===== src/sv/dotted_quad_ipv4_parse_classify_assert.svh =====
// ----------------------------------------------------------------------------
// Assertion macros for the dotted-quad IPv4 parser
// Concurrent checks clocked on clk_i and disabled while rst_ni is low.
// ----------------------------------------------------------------------------
`ifndef DOTTED_QUAD_IPV4_PARSE_CLASSIFY_ASSERT_SVH
`define DOTTED_QUAD_IPV4_PARSE_CLASSIFY_ASSERT_SVH

// same-cycle implication
`define DQIP_ASSERT_NOW(lbl, ante, cons) \
  lbl: assert property (@(posedge clk_i) disable iff (!rst_ni) (ante) |-> (cons)) \
    else $error("dqip check failed");

// next-cycle implication
`define DQIP_ASSERT_NEXT(lbl, ante, cons) \
  lbl: assert property (@(posedge clk_i) disable iff (!rst_ni) (ante) |=> (cons)) \
    else $error("dqip check failed");

`endif


===== src/sv/dqip_pkg.sv =====
// ----------------------------------------------------------------------------
// dqip_pkg
// Beat types and constants of the dotted-quad IPv4 parser.
// ----------------------------------------------------------------------------
`default_nettype none

package dqip_pkg;

  localparam int unsigned OctetMax   = 255;
  localparam int unsigned ClassATop  = 127;
  localparam int unsigned ClassBTop  = 191;
  localparam int unsigned ClassCTop  = 223;
  localparam int unsigned ClassDTop  = 239;
  localparam int unsigned Radix      = 10;
  localparam int unsigned DotsNeeded = 3;
  localparam int unsigned DotSat     = 7;

  localparam logic [7:0] CharZero = 8'h30;
  localparam logic [7:0] CharNine = 8'h39;
  localparam logic [7:0] CharDot  = 8'h2E;

  typedef enum logic [2:0] {
    ClassA = 3'd0,
    ClassB = 3'd1,
    ClassC = 3'd2,
    ClassD = 3'd3,
    ClassE = 3'd4
  } addr_class_e;

  typedef struct packed {
    logic [7:0] char_code;
    logic       last_char;
  } in_beat_t;

  typedef struct packed {
    logic        addr_valid;
    logic [31:0] parsed_addr;
    logic [2:0]  addr_class;
    logic [31:0] network_addr;
    logic [31:0] broadcast_addr;
  } out_beat_t;

endpackage

`default_nettype wire


===== src/sv/dotted_quad_ipv4_parse_classify.sv =====
// ----------------------------------------------------------------------------
// dotted_quad_ipv4_parse_classify
// Parses dotted-decimal IPv4 text one character per beat and, on the last
// character, returns validity, address, classful class, network, broadcast.
// ----------------------------------------------------------------------------
//  channel | direction | handshake                 | payload
//  --------+-----------+---------------------------+-----------------------
//  input   | in        | in_valid_i / in_stall_o   | in_data_i  (in_beat_t)
//  output  | out       | out_valid_o / out_stall_i | out_data_o (out_beat_t)
//
//  One character per cycle unless stalled; a beat goes through the input
//  register and, if it is the last character, then the result register.
//  The rate is set by the combinational octet multiply-add on the input register.
//  Reset clears the parse state and both valid flags; no clearing pass.
//  A stalled result holds; the input stalls only when a last character waits
//  in the input register behind a held result.
// ----------------------------------------------------------------------------
`default_nettype none
`include "dotted_quad_ipv4_parse_classify_assert.svh"

module dotted_quad_ipv4_parse_classify
  import dqip_pkg::*;
(
  input  wire logic      clk_i,
  input  wire logic      rst_ni,
  input  wire logic      in_valid_i,
  output logic           in_stall_o,
  input  wire in_beat_t  in_data_i,
  output logic           out_valid_o,
  input  wire logic      out_stall_i,
  output out_beat_t      out_data_o
);

  // input register
  logic     s1_vld_q;
  in_beat_t s1_q;

  // parse state
  logic [7:0]  octet_q,  octet_d;
  logic        ovf_q,    ovf_d;
  logic        digit_q,  digit_d;
  logic [2:0]  dots_q,   dots_d;
  logic [23:0] done_q,   done_d;
  logic        bad_q,    bad_d;

  // result register
  logic      out_vld_q;
  out_beat_t out_q, out_d;

  logic out_free, s1_move, s1_fin, in_take;

  assign out_free   = !out_vld_q || !out_stall_i;
  assign s1_move    = s1_vld_q && (!s1_q.last_char || out_free);
  assign s1_fin     = s1_move && s1_q.last_char;
  assign in_stall_o = s1_vld_q && !s1_move;
  assign in_take    = in_valid_i && !in_stall_o;

  // character step
  logic        is_digit, is_dot;
  logic [11:0] acc_next;
  logic [3:0]  digit_val;
  logic [7:0]  char_off;

  always_comb begin
    is_digit  = (s1_q.char_code >= CharZero) && (s1_q.char_code <= CharNine);
    is_dot    = (s1_q.char_code == CharDot);
    char_off  = s1_q.char_code - CharZero;
    digit_val = char_off[3:0];
    acc_next  = 12'(octet_q) * 12'(Radix) + 12'(digit_val);

    octet_d = octet_q;
    ovf_d   = ovf_q;
    digit_d = digit_q;
    dots_d  = dots_q;
    done_d  = done_q;
    bad_d   = bad_q;

    if (is_digit) begin
      if (acc_next > 12'(OctetMax)) begin
        ovf_d   = 1'b1;
        octet_d = 8'(OctetMax);
      end else begin
        octet_d = acc_next[7:0];
      end
      digit_d = 1'b1;
    end else if (is_dot) begin
      if (!digit_q) begin
        bad_d = 1'b1;
      end
      // dots past the third leave the closed octets alone
      if (dots_q < 3'(DotsNeeded)) begin
        done_d = {done_q[15:0], octet_q};
      end
      if (dots_q < 3'(DotSat)) begin
        dots_d = dots_q + 3'd1;
      end
      octet_d = '0;
      digit_d = 1'b0;
    end else begin
      bad_d = 1'b1;
    end
  end

  // classify the closed string
  logic        str_ok;
  logic [31:0] addr, host;
  logic [7:0]  top;
  addr_class_e cls;

  always_comb begin
    str_ok = !bad_d && !ovf_d && digit_d && (dots_d == 3'(DotsNeeded));
    addr   = {done_d, octet_d};
    top    = addr[31:24];

    priority if (top <= 8'(ClassATop)) begin
      cls  = ClassA;
      host = 32'h00FF_FFFF;
    end else if (top <= 8'(ClassBTop)) begin
      cls  = ClassB;
      host = 32'h0000_FFFF;
    end else if (top <= 8'(ClassCTop)) begin
      cls  = ClassC;
      host = 32'h0000_00FF;
    end else if (top <= 8'(ClassDTop)) begin
      cls  = ClassD;
      host = '0;
    end else begin
      cls  = ClassE;
      host = '0;
    end

    out_d = '0;
    if (str_ok) begin
      out_d.addr_valid  = 1'b1;
      out_d.parsed_addr = addr;
      out_d.addr_class  = cls;
      if (cls == ClassA || cls == ClassB || cls == ClassC) begin
        out_d.network_addr   = addr & ~host;
        out_d.broadcast_addr = addr | host;
      end
    end
  end

  always_ff @(posedge clk_i or negedge rst_ni) begin
    if (!rst_ni) begin
      s1_vld_q  <= 1'b0;
      out_vld_q <= 1'b0;
      octet_q   <= '0;
      ovf_q     <= 1'b0;
      digit_q   <= 1'b0;
      dots_q    <= '0;
      done_q    <= '0;
      bad_q     <= 1'b0;
    end else begin
      if (in_take) begin
        s1_vld_q <= 1'b1;
      end else if (s1_move) begin
        s1_vld_q <= 1'b0;
      end

      if (s1_fin) begin
        out_vld_q <= 1'b1;
      end else if (!out_stall_i) begin
        out_vld_q <= 1'b0;
      end

      if (s1_fin) begin
        // string closed: start the next one from scratch
        octet_q <= '0;
        ovf_q   <= 1'b0;
        digit_q <= 1'b0;
        dots_q  <= '0;
        done_q  <= '0;
        bad_q   <= 1'b0;
      end else if (s1_move) begin
        octet_q <= octet_d;
        ovf_q   <= ovf_d;
        digit_q <= digit_d;
        dots_q  <= dots_d;
        done_q  <= done_d;
        bad_q   <= bad_d;
      end
    end
  end

  always_ff @(posedge clk_i) begin
    if (in_take) begin
      s1_q <= in_data_i;
    end
    if (s1_fin) begin
      out_q <= out_d;
    end
  end

  assign out_valid_o = out_vld_q;
  assign out_data_o  = out_q;

  `DQIP_ASSERT_NEXT(a_fin_gives_result, s1_fin, out_valid_o)
  `DQIP_ASSERT_NEXT(a_fin_clears_state, s1_fin, dots_q == 3'd0 && !digit_q && !bad_q && !ovf_q)
  `DQIP_ASSERT_NOW(a_bad_is_zero, out_valid_o && !out_data_o.addr_valid,
                   out_data_o.parsed_addr == 32'd0 && out_data_o.network_addr == 32'd0)
  `DQIP_ASSERT_NOW(a_no_host_de, out_valid_o && out_data_o.parsed_addr[31:29] == 3'b111,
                   out_data_o.network_addr == 32'd0 && out_data_o.broadcast_addr == 32'd0)

endmodule

`default_nettype wire


===== config.mk =====
export PLATFORM = sky130hd
export DESIGN_NAME = dotted_quad_ipv4_parse_classify
export DESIGN_NICKNAME = d
export VERILOG_FILES = /design/src/sv/dqip_pkg.sv /design/src/sv/dotted_quad_ipv4_parse_classify.sv
export VERILOG_INCLUDE_DIRS = /design/src /design/src/sv
export SDC_FILE = /design/constraint.sdc
export NUM_CORES = 1
export LEC_CHECK = 0
export BUFFER_PORTS_ARGS = -buffer_cell sky130_fd_sc_hd__buf_2
export CORE_MARGIN = 1.5
export CORE_UTILIZATION = 40
export CTS_CLUSTER_DIAMETER = 100
export DETAILED_ROUTE_END_ITERATION = 10
export GPL_TIMING_DRIVEN = 0
export PLACE_DENSITY = 0.61
export SYNTH_ARGS = -nofsm -noshare
export SYNTH_HDL_FRONTEND = slang
export SYNTH_SLANG_ARGS = --single-unit
export TNS_END_PERCENT = 5

===== constraint.sdc =====
create_clock -name clk_i -period 7 [get_ports clk_i]
set_clock_uncertainty 0.05 [all_clocks]
set_input_delay 1.4 -clock clk_i [delete_from_list [all_inputs] [get_ports clk_i]]
set_output_delay 1.4 -clock clk_i [all_outputs]
set_load 0.05 [all_outputs]

==> summary.md <==
| Metric | Value |
|---|---|
| Status | finished clean |
| Post-synth EDFFs | 101 |
| First-pass GRT wire length | 22900 µm |
| Drt wl/cell | 16.6 µm |
| Largest net degree at the start of global routing | 65 |
| Startpoint Class | register |
| DP HPWL | 10300 µm |
| Nets | 674 |
| Pins Over Slew Limit | 0 |
| Slew HR | 0.394 |
| CTS Hold Bufs | 0 |
| Initial Util | 0.407 |
| Initial antenna violation count | 0 |
| Post-CTS setup buffer count | 0 |
| Worst slew pin tran | 909 ps |
| Main flop type after synthesis | edfxtp_1 |
| Power Density | 273 nW/µm² |
| Cells after DPL | 840 |
| R2r setup slk | 2890 ps |
| Fraction of the mapped netlist area in compound gates | 0.105 |
| DRT Pass-1 Iters | 4 |
| Async S/R FF share, synth | 0.284 |
| # IOs | 115 |
| Avg Inst Size Synth | 12.8 µm² |
| Fmax | 0.243 GHz |
| CP Launch Point | octet_q[1]$_DFFE_PN0P_ |
| Placer Congestion | 0.828 |
| Worst setup margin | 2890 ps |
| Final period utilization | 0.587 |
| H-Tree Level Count | 4 |
| Reg2Reg Depth | 10 |
| Vias in the first global route | 4358 |
| Register area share after synthesis | 0.628 |
| Gr usage total | 0.180 |
| Peak VDD IR | 164 µV |
| CTS tree | built |
| Clk root buf | clkbuf_16 |
| Crit path to | out_data_o[20]$_SDFFCE_PN0P_ |
| Setup slack after placement | 2990 ps |
| Hold crit path type | reg2reg |
| Post-Synth XOR/XNOR Area | 0.00818 |
| Unique masters post-synth | 57 |
| R2R Path Start | octet_q[1]$_DFFE_PN0P_ |
| Die height | 130 µm |
| YS warnings | 0 |
| Die ar. | 16800 µm² |
| Max-cap viol count | 0 |
| Ant diodes | 0 |
| Simple-gate share of the synthesized area | 0.135 |
| CP Max Fanout | 10 |
| Critical path endpoint category | register |
| Clk_lat worst skew | 420 ps |
| Resize count post-CTS | 0 |
| Initial DRC Count | 256 |
| Req. time, crit path | 7220 ps |
| Seq cells post-synth | 141 |
| Core ar. | 15800 µm² |
| # fillers | 1423 |
| Via count | 4467 |
| Mux cell area share after synthesis | 0.0467 |
| Final hold violations | 0 |
| Synth area leaders | edfxtp_1 47%, dfrtp_1 16%, nor2_1 3.9%, mux2i_1 3.3%, ha_1 3.1% |
| Num CTS Buffers | 17 |
| Minimum clock period | 4110 ps |
| WS Path Type | reg2reg |
| Global route overflow | 0 |
| DRC errors left | 0 |
| Mapped Area | 6420 µm² |
| CTS Sinks | 141 |
| Clk buf depth | 2 |
| Row count | 46 |
| Synth area leader | edfxtp_1 |
| Largest family of logic cells by synthesized area | simple AND/OR/NAND/NOR gates |
| Antenna-violating nets left | 0 |
| Via/cell ratio | 5.12 |
| Routed Wire Length | 14500 µm |
| Share of cells above drive strength 1 | 0.306 |
| Top cell type's share of synthesized area | 0.472 |
| Final setup TNS | 0 ps |
| Worst r2r dst | out_data_o[20]$_SDFFCE_PN0P_ |
| CP arrival | 4320 ps |
| Adder-cell share of the synthesized area | 0.0374 |
| Final Non-Filler Cells | 872 |
| RSZ-0062 raised after global routing | no |
| LEAKAGE | 3.28 nW |
| WHS Path Cells | 1 |
| Setup violators final | 0 |
| Cell count after synthesis | 502 |
| PortBufs | 114 |
| Area Growth Syn to Fin | 24.4% |
| Die width | 130 µm |
| Clk pin slew, worst setup/hold paths | 60 ps |
## registers in the layout (all words and copies together), names as in the netlist
name / cells
s1_q: 9
done_q: 24
digit_q: 1
bad_q: 1
s1_vld_q: 1
ovf_q: 1
dots_q: 3
octet_q: 8
out_valid_o: 1
out_data_o: 92
## placed cells by master, fill, tap and decap left out, drive strengths merged, types with 2 or more instances in the layout
cell	count
mux2i	21
dfrtp	40
a31o	2
clkinv	2
conb	8
a21o	5
fa	2
xnor2	3
clkbuf	26
and2	4
a31oi	5
or2	3
nand2b	5
nor2	68
nor4	12
a22o	15
mux2	8
bufinv	6
and3	3
nand3	8
clkinvlp	3
edfxtp	101
o21ai	15
ha	16
a22oi	13
buf	136
inv	19
nor4b	2
nand2	31
nor3b	3
a21oi	34
xor2	3
nor3	19
## Yosys cell counts, drive strengths merged, types with 12 or more instances
| cell type | n |
|---|---|
| inv | 16 |
| nor4 | 12 |
| nand2 | 31 |
| ha | 16 |
| buf | 21 |
| a22oi | 13 |
| a21oi | 34 |
| a22o | 15 |
| nor3 | 19 |
| nor2 | 68 |
| dfrtp | 40 |
| edfxtp | 101 |
| o21ai | 15 |
| mux2i | 21 |
## critical path, stage by stage (launching register included)
cell and delay, ps:
dfrtp_1 490, ha_1 340, ha_1 250, fa_1 440, or4b_1 540, nor3b_2 170, a31oi_1 150, a2111oi_4 750
o2111ai_4 360, buf_6 260, a21oi_1 140
## per-stage QoR
| stage | util | hold WS (ps) | power (W) | area (µm²) |
|---|---|---|---|---|
| after floorplan | - | 401 | 0.00112 | 6450 |
| after global placement | 0.462 | 416 | 0.00117 | 7290 |
| after detailed placement | 0.464 | 418 | 0.00117 | 7320 |
| after CTS | 0.507 | 432 | 0.00220 | 7990 |
| after global routing | 0.507 | 468 | 0.00225 | 7990 |
| final | 0.507 | 431 | 0.00218 | 7990 |
## metal layers
| layer | share of wire | track usage | wire length (µm) |
|---|---|---|---|
| met1 | 0.43 | 0.226 | 6230 |
| met2 | 0.51 | 0.305 | 7320 |
| met3 | 0.050 | 0.0394 | 726 |
| met4 | 0.014 | 0.0752 | 201 |
| met5 | 0 | 0 | 0 |
## where the power goes
part	internal (W)	switching (W)	leakage [nW]
Clock	0.000670	0.000355	0.317
Combinational	0.0000501	0.000153	1.43
Sequential	0.000930	0.0000225	1.53
Total	0.00165	0.000531	3.28
## cell families (layout without fill, tap and decap cells)
family                   after synthesis  in the layout
AO/OA/AOI/OAI                         97             97
XOR/XNOR                               6              6
adder cells (fa/ha/maj)               18             18
buffers and inverters                 45            192
flip-flops                           141            141
multiplexers                          29             29
other                                  1              8
AND/OR/NAND/NOR                      165            165
## how the worst min path moves through the flow
| stage | slack (ps) | endpoint | from |
|---|---|---|---|
| after detailed placement | 420 | ovf_q$_DFFE_PN0P_ | ovf_q$_DFFE_PN0P_ |
| after CTS | 430 | ovf_q$_DFFE_PN0P_ | ovf_q$_DFFE_PN0P_ |
| after floorplan | 400 | ovf_q$_DFFE_PN0P_ | ovf_q$_DFFE_PN0P_ |
| after global placement | 420 | ovf_q$_DFFE_PN0P_ | ovf_q$_DFFE_PN0P_ |
| after global routing | 470 | done_q[16]$_DFFE_PN0P_ | done_q[16]$_DFFE_PN0P_ |
| final | 430 | ovf_q$_DFFE_PN0P_ | ovf_q$_DFFE_PN0P_ |
## final cells by class
type | count | area (µm²) | area share
buffer | 29 | 191 | 0.0240
clock buffer | 18 | 429 | 0.0537
clock inverter | 14 | 239 | 0.0299
inverter | 16 | 62.6 | 0.00783
multi-input combinational | 323 | 2170 | 0.271
sequential | 141 | 4030 | 0.505
tap | 216 | 270 | 0.0338
timing repair buffer | 115 | 598 | 0.0749
No activity file was read; power rests on OpenSTA's default activity.
